$ cat src/rtl/ethip_pkg.sv
// Shared types and constants for the Ethernet/IPv4 header parser.
// Holds beat and record structs, frame class codes and header offsets.
// No dependencies.
package ethip_pkg;

    localparam int POS_W = 16;
    localparam int L4_W  = 7;

    // EtherType and IPv4 protocol numbers
    localparam logic [15:0] ETYPE_IPV4  = 16'h0800;
    localparam logic [15:0] ETYPE_ARP   = 16'h0806;
    localparam logic [15:0] ETYPE_IPV6  = 16'h86DD;
    localparam logic [7:0]  PROTO_ICMP  = 8'd1;
    localparam logic [7:0]  PROTO_TCP   = 8'd6;
    localparam logic [7:0]  PROTO_UDP   = 8'd17;
    localparam logic [7:0]  IHL_MASK    = 8'h0F;
    localparam logic [7:0]  TCP_FLAG_MASK = 8'h3F;

    // Byte positions in the frame
    localparam logic [POS_W-1:0] POS_DMAC     = 16'd0;
    localparam logic [POS_W-1:0] POS_SMAC     = 16'd6;
    localparam logic [POS_W-1:0] POS_ETYPE    = 16'd12;
    localparam logic [POS_W-1:0] POS_IHL      = 16'd14;
    localparam logic [POS_W-1:0] POS_PROTO    = 16'd23;
    localparam logic [POS_W-1:0] POS_SIP      = 16'd26;
    localparam logic [POS_W-1:0] POS_DIP      = 16'd30;
    // Last positions that must be present (captured length minus one)
    localparam logic [POS_W-1:0] POS_ETH_END  = 16'd13;
    localparam logic [POS_W-1:0] POS_IPV4_END = 16'd33;
    localparam logic [L4_W-1:0]  L4_BASE      = 7'd14;
    localparam logic [L4_W-1:0]  TCP_END_OFS  = 7'd19;
    localparam logic [L4_W-1:0]  UDP_END_OFS  = 7'd7;
    localparam logic [L4_W-1:0]  TCP_FLAG_OFS = 7'd13;

    typedef enum logic [2:0] {
        CLASS_TRUNC = 3'd0,
        CLASS_TCP   = 3'd1,
        CLASS_UDP   = 3'd2,
        CLASS_ICMP  = 3'd3,
        CLASS_IPV4  = 3'd4,
        CLASS_ARP   = 3'd5,
        CLASS_IPV6  = 3'd6,
        CLASS_OTHER = 3'd7
    } frame_class_t;

    typedef struct packed {
        logic [7:0]  data_byte;
        logic        last_byte;
        logic [15:0] wire_length;
    } beat_t;

    typedef struct packed {
        frame_class_t frame_class;
        logic [31:0]  frame_number;
        logic [47:0]  dest_mac;
        logic [47:0]  source_mac;
        logic [15:0]  ether_type;
        logic [31:0]  source_ip;
        logic [31:0]  dest_ip;
        logic [7:0]   ip_protocol;
        logic [15:0]  source_port;
        logic [15:0]  dest_port;
        logic [5:0]   tcp_flag_bits;
        logic [15:0]  frame_wire_length;
    } record_t;

    // Header fields picked off the byte stream as they pass
    typedef struct packed {
        logic [47:0] dest_mac;
        logic [47:0] source_mac;
        logic [15:0] ether_type;
        logic [3:0]  ihl;
        logic [7:0]  ip_protocol;
        logic [31:0] source_ip;
        logic [31:0] dest_ip;
        logic [15:0] source_port;
        logic [15:0] dest_port;
        logic [5:0]  tcp_flags;
    } hdr_fields_t;

    // Layer-4 header offset: 14 + 4 * IHL, IHL taken as given
    function automatic logic [L4_W-1:0] l4_offset(input logic [3:0] ihl);
        return L4_BASE + {1'b0, ihl, 2'b00};
    endfunction

endpackage

$ cat src/rtl/ethernet_ip_header_parser_unit.sv
// Top level of the Ethernet/IPv4/TCP/UDP header parser.
// Depends on ethip_pkg and ethip_hdr_capture.
//
// Byte channel (byte_valid, byte_stall, byte_data): one frame byte per beat in
//   wire order. last_byte marks the final captured byte, and wire_length is
//   sampled on that beat. A beat moves on a rising edge with valid high and
//   stall low.
// Record channel (rec_valid, rec_stall, rec_data): one record per frame that
//   ends while capture is enabled. Frames ending with capture off leave no
//   record and do not advance the frame number.
// Config channel (cfg_valid, cfg_ready, cfg_data): writes capture_enable;
//   cfg_ready is always high.
// Timing: header fields are picked off as bytes pass. A frame is classified in
//   the cycle its last byte is taken, and its record shows on rec_data the next cycle when the
//   output register is not stalled, else it waits in skid. One beat is taken every cycle while byte_stall is low.
// Stall: the output register plus one skid register take records while the
//   receiver stalls. byte_stall is high exactly while the skid register holds
//   a record, and drops in the cycle after it drains.
// Reset: rst_n clears the byte position, frame counter, capture_enable and both
//   record slots. Bytes are taken from the first cycle after reset.
module ethernet_ip_header_parser_unit
    import ethip_pkg::*;
(
    input  logic    clk,
    input  logic    rst_n,
    input  logic    byte_valid,
    output logic    byte_stall,
    input  beat_t   byte_data,
    output logic    rec_valid,
    input  logic    rec_stall,
    output record_t rec_data,
    input  logic    cfg_valid,
    output logic    cfg_ready,
    input  logic    cfg_data
);

    logic             beat_accept;
    logic [POS_W-1:0] pos;
    hdr_fields_t      hdr;

    logic             capture_en_reg;
    logic [31:0]      frame_counter_reg;
    logic             rec_new;
    record_t          rec_next;

    logic             out_valid_reg;
    record_t          out_data_reg;
    logic             skid_valid_reg;
    record_t          skid_data_reg;

    assign beat_accept = byte_valid && !byte_stall;
    assign byte_stall  = skid_valid_reg;
    assign cfg_ready   = 1'b1;

    ethip_hdr_capture u_capture (
        .clk         (clk),
        .rst_n       (rst_n),
        .beat_accept (beat_accept),
        .beat        (byte_data),
        .pos         (pos),
        .hdr         (hdr)
    );

    // A record comes out of every accepted last byte while capture is on
    assign rec_new = beat_accept && byte_data.last_byte && capture_en_reg;

    // Classify from the merged header view; fields that do not apply stay zero
    always_comb
    begin
        logic [L4_W-1:0]  l4;
        logic [POS_W-1:0] tcp_end;
        logic [POS_W-1:0] udp_end;
        l4      = l4_offset(hdr.ihl);
        tcp_end = {{(POS_W-L4_W){1'b0}}, l4 + TCP_END_OFS};
        udp_end = {{(POS_W-L4_W){1'b0}}, l4 + UDP_END_OFS};

        rec_next                   = '0;
        rec_next.frame_class       = CLASS_TRUNC;
        rec_next.frame_number      = frame_counter_reg + 32'd1;
        rec_next.frame_wire_length = byte_data.wire_length;

        if (pos >= POS_ETH_END)
        begin
            rec_next.dest_mac   = hdr.dest_mac;
            rec_next.source_mac = hdr.source_mac;
            rec_next.ether_type = hdr.ether_type;
            if (hdr.ether_type == ETYPE_IPV4 && pos >= POS_IPV4_END)
            begin
                rec_next.source_ip   = hdr.source_ip;
                rec_next.dest_ip     = hdr.dest_ip;
                rec_next.ip_protocol = hdr.ip_protocol;
                if (hdr.ip_protocol == PROTO_TCP && pos >= tcp_end)
                begin
                    rec_next.frame_class   = CLASS_TCP;
                    rec_next.source_port   = hdr.source_port;
                    rec_next.dest_port     = hdr.dest_port;
                    rec_next.tcp_flag_bits = hdr.tcp_flags;
                end
                else if (hdr.ip_protocol == PROTO_UDP && pos >= udp_end)
                begin
                    rec_next.frame_class = CLASS_UDP;
                    rec_next.source_port = hdr.source_port;
                    rec_next.dest_port   = hdr.dest_port;
                end
                else if (hdr.ip_protocol == PROTO_ICMP)
                begin
                    rec_next.frame_class = CLASS_ICMP;
                end
                else
                begin
                    rec_next.frame_class = CLASS_IPV4;
                end
            end
            else if (hdr.ether_type == ETYPE_ARP)
            begin
                rec_next.frame_class = CLASS_ARP;
            end
            else if (hdr.ether_type == ETYPE_IPV6)
            begin
                rec_next.frame_class = CLASS_IPV6;
            end
            else
            begin
                rec_next.frame_class = CLASS_OTHER;
            end
        end
    end

    // Capture enable register and frame counter
    always_ff @(posedge clk or negedge rst_n)
    begin
        if (!rst_n)
        begin
            capture_en_reg    <= 1'b0;
            frame_counter_reg <= '0;
        end
        else
        begin
            if (cfg_valid && cfg_ready)
            begin
                capture_en_reg <= cfg_data;
            end
            if (rec_new)
            begin
                frame_counter_reg <= frame_counter_reg + 32'd1;
            end
        end
    end

    // Output register with skid: drain skid first, else load the new record;
    // hold a new record in skid while the output beat is stalled
    always_ff @(posedge clk or negedge rst_n)
    begin
        if (!rst_n)
        begin
            out_valid_reg  <= 1'b0;
            skid_valid_reg <= 1'b0;
        end
        else if (!out_valid_reg || !rec_stall)
        begin
            if (skid_valid_reg)
            begin
                out_valid_reg  <= 1'b1;
                skid_valid_reg <= 1'b0;
            end
            else
            begin
                out_valid_reg <= rec_new;
            end
        end
        else if (rec_new)
        begin
            skid_valid_reg <= 1'b1;
        end
    end

    always_ff @(posedge clk)
    begin
        if (!out_valid_reg || !rec_stall)
        begin
            if (skid_valid_reg)
            begin
                out_data_reg <= skid_data_reg;
            end
            else if (rec_new)
            begin
                out_data_reg <= rec_next;
            end
        end
        else if (rec_new)
        begin
            skid_data_reg <= rec_next;
        end
    end

    assign rec_valid = out_valid_reg;
    assign rec_data  = out_data_reg;

    // Skid never holds a record without one waiting in the output register
    a_skid_behind_out : assert property (@(posedge clk) disable iff (!rst_n)
        skid_valid_reg |-> out_valid_reg)
        else $error("skid register full while output register empty");

    // No new record may arrive while the skid register is occupied
    a_no_overrun : assert property (@(posedge clk) disable iff (!rst_n)
        skid_valid_reg |-> !rec_new)
        else $error("record produced with skid register full");

    // Counter advances by one exactly when a record is produced
    a_count_step : assert property (@(posedge clk) disable iff (!rst_n)
        rec_new |=> frame_counter_reg == $past(frame_counter_reg) + 32'd1)
        else $error("frame counter did not advance on a record");

    // Truncated frames carry no addresses or EtherType
    a_trunc_zero : assert property (@(posedge clk) disable iff (!rst_n)
        (out_valid_reg && out_data_reg.frame_class == CLASS_TRUNC) |->
        (out_data_reg.dest_mac == '0 && out_data_reg.source_mac == '0 &&
         out_data_reg.ether_type == '0))
        else $error("truncated record carries header fields");

    // Ports only for TCP and UDP records
    a_ports_zero : assert property (@(posedge clk) disable iff (!rst_n)
        (out_valid_reg && out_data_reg.frame_class != CLASS_TCP &&
         out_data_reg.frame_class != CLASS_UDP) |->
        (out_data_reg.source_port == '0 && out_data_reg.dest_port == '0 &&
         out_data_reg.tcp_flag_bits == '0))
        else $error("port fields set on a non TCP/UDP record");

endmodule

$ cat src/rtl/ethip_hdr_capture.sv
// Byte position counter and on-the-fly header field capture.
// Depends on ethip_pkg.
module ethip_hdr_capture
    import ethip_pkg::*;
(
    input  logic                clk,
    input  logic                rst_n,
    input  logic                beat_accept,
    input  beat_t               beat,
    output logic [POS_W-1:0]    pos,
    output hdr_fields_t         hdr
);

    logic [POS_W-1:0] pos_reg;
    logic [POS_W-1:0] pos_next;
    hdr_fields_t      hdr_reg;
    hdr_fields_t      hdr_next;

    // Merge the current byte into whichever field its position belongs to
    always_comb
    begin
        logic [L4_W-1:0]  l4;
        logic [POS_W-1:0] l4_pos;
        hdr_next = hdr_reg;
        for (int i = 0; i < 6; i++)
        begin
            if (pos_reg == POS_DMAC + POS_W'(i))
            begin
                hdr_next.dest_mac[8*(5-i) +: 8] = beat.data_byte;
            end
            if (pos_reg == POS_SMAC + POS_W'(i))
            begin
                hdr_next.source_mac[8*(5-i) +: 8] = beat.data_byte;
            end
        end
        for (int i = 0; i < 2; i++)
        begin
            if (pos_reg == POS_ETYPE + POS_W'(i))
            begin
                hdr_next.ether_type[8*(1-i) +: 8] = beat.data_byte;
            end
        end
        if (pos_reg == POS_IHL)
        begin
            hdr_next.ihl = beat.data_byte[3:0];
        end
        if (pos_reg == POS_PROTO)
        begin
            hdr_next.ip_protocol = beat.data_byte;
        end
        for (int i = 0; i < 4; i++)
        begin
            if (pos_reg == POS_SIP + POS_W'(i))
            begin
                hdr_next.source_ip[8*(3-i) +: 8] = beat.data_byte;
            end
            if (pos_reg == POS_DIP + POS_W'(i))
            begin
                hdr_next.dest_ip[8*(3-i) +: 8] = beat.data_byte;
            end
        end
        // IHL may arrive in this very beat, so use the merged value
        l4     = l4_offset(hdr_next.ihl);
        l4_pos = {{(POS_W-L4_W){1'b0}}, l4};
        for (int i = 0; i < 2; i++)
        begin
            if (pos_reg == l4_pos + POS_W'(i))
            begin
                hdr_next.source_port[8*(1-i) +: 8] = beat.data_byte;
            end
            if (pos_reg == l4_pos + POS_W'(i + 2))
            begin
                hdr_next.dest_port[8*(1-i) +: 8] = beat.data_byte;
            end
        end
        if (pos_reg == l4_pos + {{(POS_W-L4_W){1'b0}}, TCP_FLAG_OFS})
        begin
            hdr_next.tcp_flags = beat.data_byte[5:0];
        end
    end

    // Restart at the frame end, otherwise advance and saturate
    always_comb
    begin
        if (beat.last_byte)
        begin
            pos_next = '0;
        end
        else if (pos_reg != '1)
        begin
            pos_next = pos_reg + POS_W'(1);
        end
        else
        begin
            pos_next = pos_reg;
        end
    end

    always_ff @(posedge clk or negedge rst_n)
    begin
        if (!rst_n)
        begin
            pos_reg <= '0;
        end
        else if (beat_accept)
        begin
            pos_reg <= pos_next;
        end
    end

    always_ff @(posedge clk)
    begin
        if (beat_accept)
        begin
            hdr_reg <= hdr_next;
        end
    end

    assign pos = pos_reg;
    assign hdr = hdr_next;

endmodule
$ cat config.mk
export PLATFORM = sky130hd
export DESIGN_NAME = ethernet_ip_header_parser_unit
export DESIGN_NICKNAME = d
export VERILOG_FILES = /design/src/rtl/ethip_pkg.sv /design/src/rtl/ethernet_ip_header_parser_unit.sv /design/src/rtl/ethip_hdr_capture.sv
export SDC_FILE = /design/constraint.sdc
export NUM_CORES = 1
export LEC_CHECK = 0
export BUFFER_PORTS_ARGS = -buffer_cell sky130_fd_sc_hd__buf_2
export CAP_MARGIN = 20
export CORE_UTILIZATION = 63
export DETAILED_ROUTE_END_ITERATION = 10
export HOLD_SLACK_MARGIN = 0.02
export PLACE_DENSITY = 0.9
export SYNTH_ARGS = -nofsm -noshare
export SYNTH_HDL_FRONTEND = slang
export SYNTH_HIERARCHICAL = 1
export SYNTH_SLANG_ARGS = --single-unit
$ cat constraint.sdc
create_clock -name clk -period 67.4 [get_ports clk]
set_clock_uncertainty 0.2 [all_clocks]
set_input_delay 0 -clock clk [delete_from_list [all_inputs] [get_ports clk]]
set_output_delay 0 -clock clk [all_outputs]
set_load 0.01 [all_outputs]
[Yosys cells after proc, flatten, opt, wreduce, memory -nomap -nowiden]
Cells that the tools add are included.
Word-level totals
  memories: 0
  latch bits: 0
  memory bits (writable): 0
  memory bits (read-only): 0
  bits of input ports: 31
  register bits: 823
Operators by class
  reductions and logical operators: 17
  shifts and indexed selects: 0
  magnitude comparators: 4
  equality and inequality tests: 35
  add/subtract/negate cells: 9
  multipliers: 0
  muxes and demuxes: 48
  div/mod/pow operators: 0
  bitwise logic cells: 1
Operators with widths (number)
  273-bit 2-to-1 mux: 2
  222-bit 2-to-1 mux: 1
  8-bit 2-to-1 mux: 27
  16-bit by 4-bit == test with 1-bit output (second input constant): 7
  16-bit by 5-bit == test with 1-bit output (second input constant): 7
  110-bit 2-to-1 mux: 1
  16-bit == test: 4
  16-bit by 3-bit == test with 1-bit output (second input constant): 4
  32-bit 2-to-1 mux: 2
  32-bit by 1-bit adder with 32-bit output (second input constant): 1
  16-bit by 12-bit == test with 1-bit output (second input constant): 2
  16-bit by 2-bit == test with 1-bit output (second input constant): 2
  16-bit by 6-bit == test with 1-bit output (second input constant): 2
  16-bit by 7-bit >= comparator with 1-bit output: 2
  16-bit 2-to-1 mux: 2
  16-bit by 1-bit adder with 16-bit output (second input constant): 1
  7-bit by 2-bit adder with 8-bit output (second input constant): 2
  16-bit by 1-bit == test with 1-bit output (second input constant): 1
  16-bit == test (second input constant): 1
  16-bit by 7-bit == test with 1-bit output: 1
  16-bit by 4-bit >= comparator with 1-bit output (second input constant): 1
  16-bit by 6-bit >= comparator with 1-bit output (second input constant): 1
  16-bit zero test: 1
  16-bit != test (second input constant): 1
  other kinds (19): 38

[Longest topological paths before layout]
  depth in word-level cells: 12
  depth in mapped cells: 23
  mapped depth without buffers: 21

[Modules after synthesis]
Netlist, hierarchy kept.
By module, submodules not included
  ethernet_ip_header_parser_unit: instances 1, area each 24126.9 um^2, cells an instance 1500
  ethip_hdr_capture: instances 1, area each 11124.4 um^2, cells an instance 707

[Worst setup path before layout]
Ideal clock, no wire load.
  kind: register -> register
  start point: reg skid_valid_reg (netlist: byte_stall)
  end point: reg out_data_reg (netlist bit rec_data[0]), enable pin
  slack: 40.990 ns
  arrival time: 25.212 ns
  setup time: 0.998 ns
  stages on the path, launching flop included: 7
  buffers on the path: 2
  cells stage by stage: dfrtp_1 -> clkbuf_1 -> nor2b_1 -> and3_1 -> buf_1 -> nor2_1 -> a21oi_1
On the way
  longest elaborated chain between the ends: 6
RTL lines
  from (decl): RTL line ethernet_ip_header_parser_unit.sv:48  | logic skid_valid_reg;
  from (signal assigned): RTL line ethernet_ip_header_parser_unit.sv:157  | skid_valid_reg <= 1'b0;
  from (signal assigned): RTL line ethernet_ip_header_parser_unit.sv:164  | skid_valid_reg <= 1'b0;
  from (signal assigned): RTL line ethernet_ip_header_parser_unit.sv:173  | skid_valid_reg <= 1'b1;
  1-bit zero test: RTL line ethernet_ip_header_parser_unit.sv:51  | assign beat_accept = byte_valid && !byte_stall;
  1-bit logical AND: RTL line ethernet_ip_header_parser_unit.sv:51
  via beat_accept: RTL line ethernet_ip_header_parser_unit.sv:37  | logic beat_accept;
  1-bit logical AND (2 in series): RTL line ethernet_ip_header_parser_unit.sv:65  | assign rec_new = beat_accept && byte_data.last_byte && capture_en_reg;
  2-bit nonzero test (no source line)
  2-bit AND reduction (no source line)
  to (signal assigned): RTL line ethernet_ip_header_parser_unit.sv:183  | out_data_reg <= skid_data_reg;
  to (signal assigned): RTL line ethernet_ip_header_parser_unit.sv:187  | out_data_reg <= rec_next;
  to (decl): RTL line ethernet_ip_header_parser_unit.sv:47  | record_t out_data_reg;
The timed path passes the listed nets, and every way through them passes these cells.
A chain may end at the register's enable or synchronous reset.

==> results_dict.tcl <==
set metrics [dict create \
    status "completed" \
    fmax_mhz 162.0 \
    routed_via_density 6.026 \
    seqCellArea_mm2 0.02446 \
    nets 2611 \
    die_height_um 238.5 \
    synthAdderAreaFrac_pct 0.7454 \
    fin_area_mm2 0.04067 \
    ys_seq_elements 823 \
    netlist_instances 2207 \
    path_max_fanout 64 \
    pin_count 307 \
    cts_buffers 82 \
    grt_pass1_wl_mm 120.2 \
    reg2reg_to "rec_data[24]" \
    cts_resized 0 \
    syn_avg_cell_area_um2 15.97 \
    final_hold_viol_count 0 \
    area_growth_syn_to_layout_pct 15.37 \
    die_area_mm2 0.05690 \
    final_util_pct 73.68 \
    critPathCapture "rec_data[24]" \
    drive_gt1_share_pct 35.61 \
    rows 86 \
    syn_area_mm2 0.03525 \
    wl_per_cell_um 23.37 \
    finalCritPeriodShare_pct 9.156 \
    cp-end-kind "register" \
    synth-compound-area-share_pct 2.318 \
    cts_root_buf "clkbuf_16" \
    drt-initial-drc-count 1800 \
    ys_dominant_reg_cell "edfxtp_1" \
    ys.warnings.count 6 \
    place_area_mm2 0.03755 \
    leakage_nw 15.31 \
    synth_xor_area_share_pct 2.162 \
    grt_pass1_vias 20320 \
    wl_mm 78.84 \
    clk_pin_slew_ps 60 \
    antenna_found_initial 1 \
    timing.final.crit_period_ps 6171 \
    cp-startpoint "u_capture/pos[13]" \
    rsz0062_at_grt "no" \
    fin_hold_ws_ps 63.55 \
    io_buffers 305 \
    cts_buffer_depth 3 \
    preCtsSetupSlack_ps 61320 \
    critPathKind "reg2reg" \
    start_util_pct 63.86 \
    gp_congestion 0.9029 \
    synthArstFlopShare_pct 6.197 \
    cts_tree "built" \
    cts_sinks 823 \
    vias 20332 \
    drc 0 \
    reg2reg_slack_ps 61230 \
    timing.final.ws_setup_ps 61230 \
    fp.dieW_um 238.5 \
    finalSetupViolations 0 \
    insertedDiodeCount 0 \
    dp_hpwl_mm 45.34 \
    arrival_ps 6300 \
    critPathLaunchType "register" \
    tightestPinTransition_ps 1329 \
    synth_edf_count 772 \
    hp-start "byte_data[5]" \
    synth_simple_gate_area_share_pct 8.902 \
    relSlewSlack_pct 11.38 \
    grt_remaining_overflow 0 \
    multi_input_area_mm2 0.01026 \
    ys_seq_area_share_pct 69.38 \
    clk_latency_ps 620 \
    fin_tns_setup_ps 0 \
    power.density_mw_per_mm2 27.20 \
    syn_nets 2259 \
    slew_viol_final 0 \
    irDropWorstVdd_v 0.00002020 \
    drt_pass1_iterations 7 \
    maxCapViolations 0 \
    synth_top_family_by_area "multiplexers" \
    postRouteAntennaNets 0 \
    rr_startpoint "u_capture/pos[13]" \
    grt_max_degree 182 \
    grt_use_total_pct 27.73 \
    core_area_mm2 0.05520 \
    synth.distinct_cells 70 \
    nFillCells 3155 \
    htree_levels 3 \
    muxShareOfSynthArea_pct 14.82 \
    critPathRequiredTime_ps 67530 \
    r2r_cells 20 \
    hp-class "in2reg" \
]
==> where the power goes <==
group / switching (mW) / internal [mW] / leakage, nW / total (mW)
sequential: 0.00890 / 0.581 / 8.16 / 0.590
combinational: 0.0429 / 0.0269 / 5.88 / 0.0698
clock: 0.191 / 0.256 / 1.27 / 0.447
total: 0.242 / 0.864 / 15.3 / 1.11
==> cell usage in the layout (no fill, tap or decap), types with 15 or more instances in the layout <==
cell type	netlist	layout
clkbuf_16	0	85
xnor2_1	52	52
o31ai_1	35	35
edfxtp_1	772	772
clkinv_1	1	20
and3_1	18	18
buf_4	1	29
and2_1	167	167
nor3b_1	33	33
mux2_2	432	432
nor3_1	15	15
nand3_1	28	27
dlygate4sd3_1	0	46
nand2_1	124	124
o21ai_0	22	22
nand4_1	25	25
and2_4	20	20
buf_2	10	305
ha_1	21	21
inv_1	20	20
clkbuf_1	91	19
mux2_1	20	20
nor2_1	78	77
dfrtp_1	51	50
xor2_1	35	35
==> cells in the mapped netlist, drive strengths merged, types with 28 or more instances <==
| cell type | count | area (um^2) |
|---|---|---|
| and2 | 187 | 1220 |
| clkbuf | 97 | 374.1 |
| dfrtp | 51 | 1276 |
| edfxtp | 772 | 23180 |
| mux2 | 459 | 5195 |
| nand2 | 124 | 465.5 |
| nand3 | 28 | 140.1 |
| nor2 | 79 | 299.0 |
| nor3b | 33 | 247.7 |
| o31ai | 35 | 262.8 |
| xnor2 | 52 | 455.4 |
| xor2 | 35 | 306.5 |
==> per-stage QoR <==
step	cells	power, mW
2_1_floorplan	2207	0.6462
3_3_place_gp	3173	0.6602
3_5_place_dp	3175	0.6643
4_1_cts	3372	1.109
5_1_grt	3374	1.138
6_report	3374	1.106
==> repair_timing <==
action | 4_1_cts | 5_1_grt
endpoints found under the hold margin | 234 | 0
setup buffers | 0 | 0
hold buffers | 46 | 0
==> cell families (layout without fill, tap and decap cells) <==
| family | Yosys count | count (layout) |
|---|---|---|
| adder cells (fa/ha/maj) | 21 | 21 |
| XOR/XNOR | 87 | 87 |
| AND/OR/NAND/NOR | 563 | 563 |
| multiplexers | 462 | 462 |
| buffers and inverters | 138 | 557 |
| flip-flops | 823 | 823 |
| AO/OA/AOI/OAI | 112 | 112 |
| other | 1 | 1 |
==> per-layer routing <==
metal / part of all wire, % / global-route usage [%] / vias up / routed length [um]
met2: 50 / 45.54 / 872 / 39040
li1: - / - / 9000 / -
met1: 41 / 38.21 / 10324 / 32140
met3: 7.1 / 4.665 / 134 / 5573
met4: 2.6 / 8.741 / 2 / 2065
met5: 0.016 / 0 / - / 13
==> area by class of cell <==
type | instances | area share [%]
inverters | 22 | 0.2215
clock inverters | 46 | 1.009
flip-flops and latches | 823 | 60.14
repair buffers | 384 | 5.655
multi-input cells | 1246 | 25.23
well taps | 748 | 2.301
clock buffers | 105 | 5.439
==> how the worst min path moves through the flow <==
stage | endpoint | slack, ps | cells after the start
floorplan | byte_stall | -500 | 0
global placement | skid_data_reg[2] | -10 | 1
detailed placement | rec_valid | -220 | 1
CTS | rec_data[12] | 30 | 3
global route | rec_data[12] | 60 | 3
finish | rec_data[5] | 60 | 3
==> critical path, stage by stage (launching register included) <==
cell	delay, ps
dfrtp_1	450
nor4_1	600
nand3_1	500
nor2_1	360
o21a_1	220
inv_1	90
inv_1	120
ha_1	350
xor2_1	280
ha_1	240
a21oi_1	80
o32ai_1	130
a22oi_1	150
xnor2_1	190
ha_1	260
a21oi_1	150
o21bai_1	80
o311a_1	440
a31oi_4	190
buf_4	570
o31ai_1	200
No activity file was read; power rests on OpenSTA's default activity.
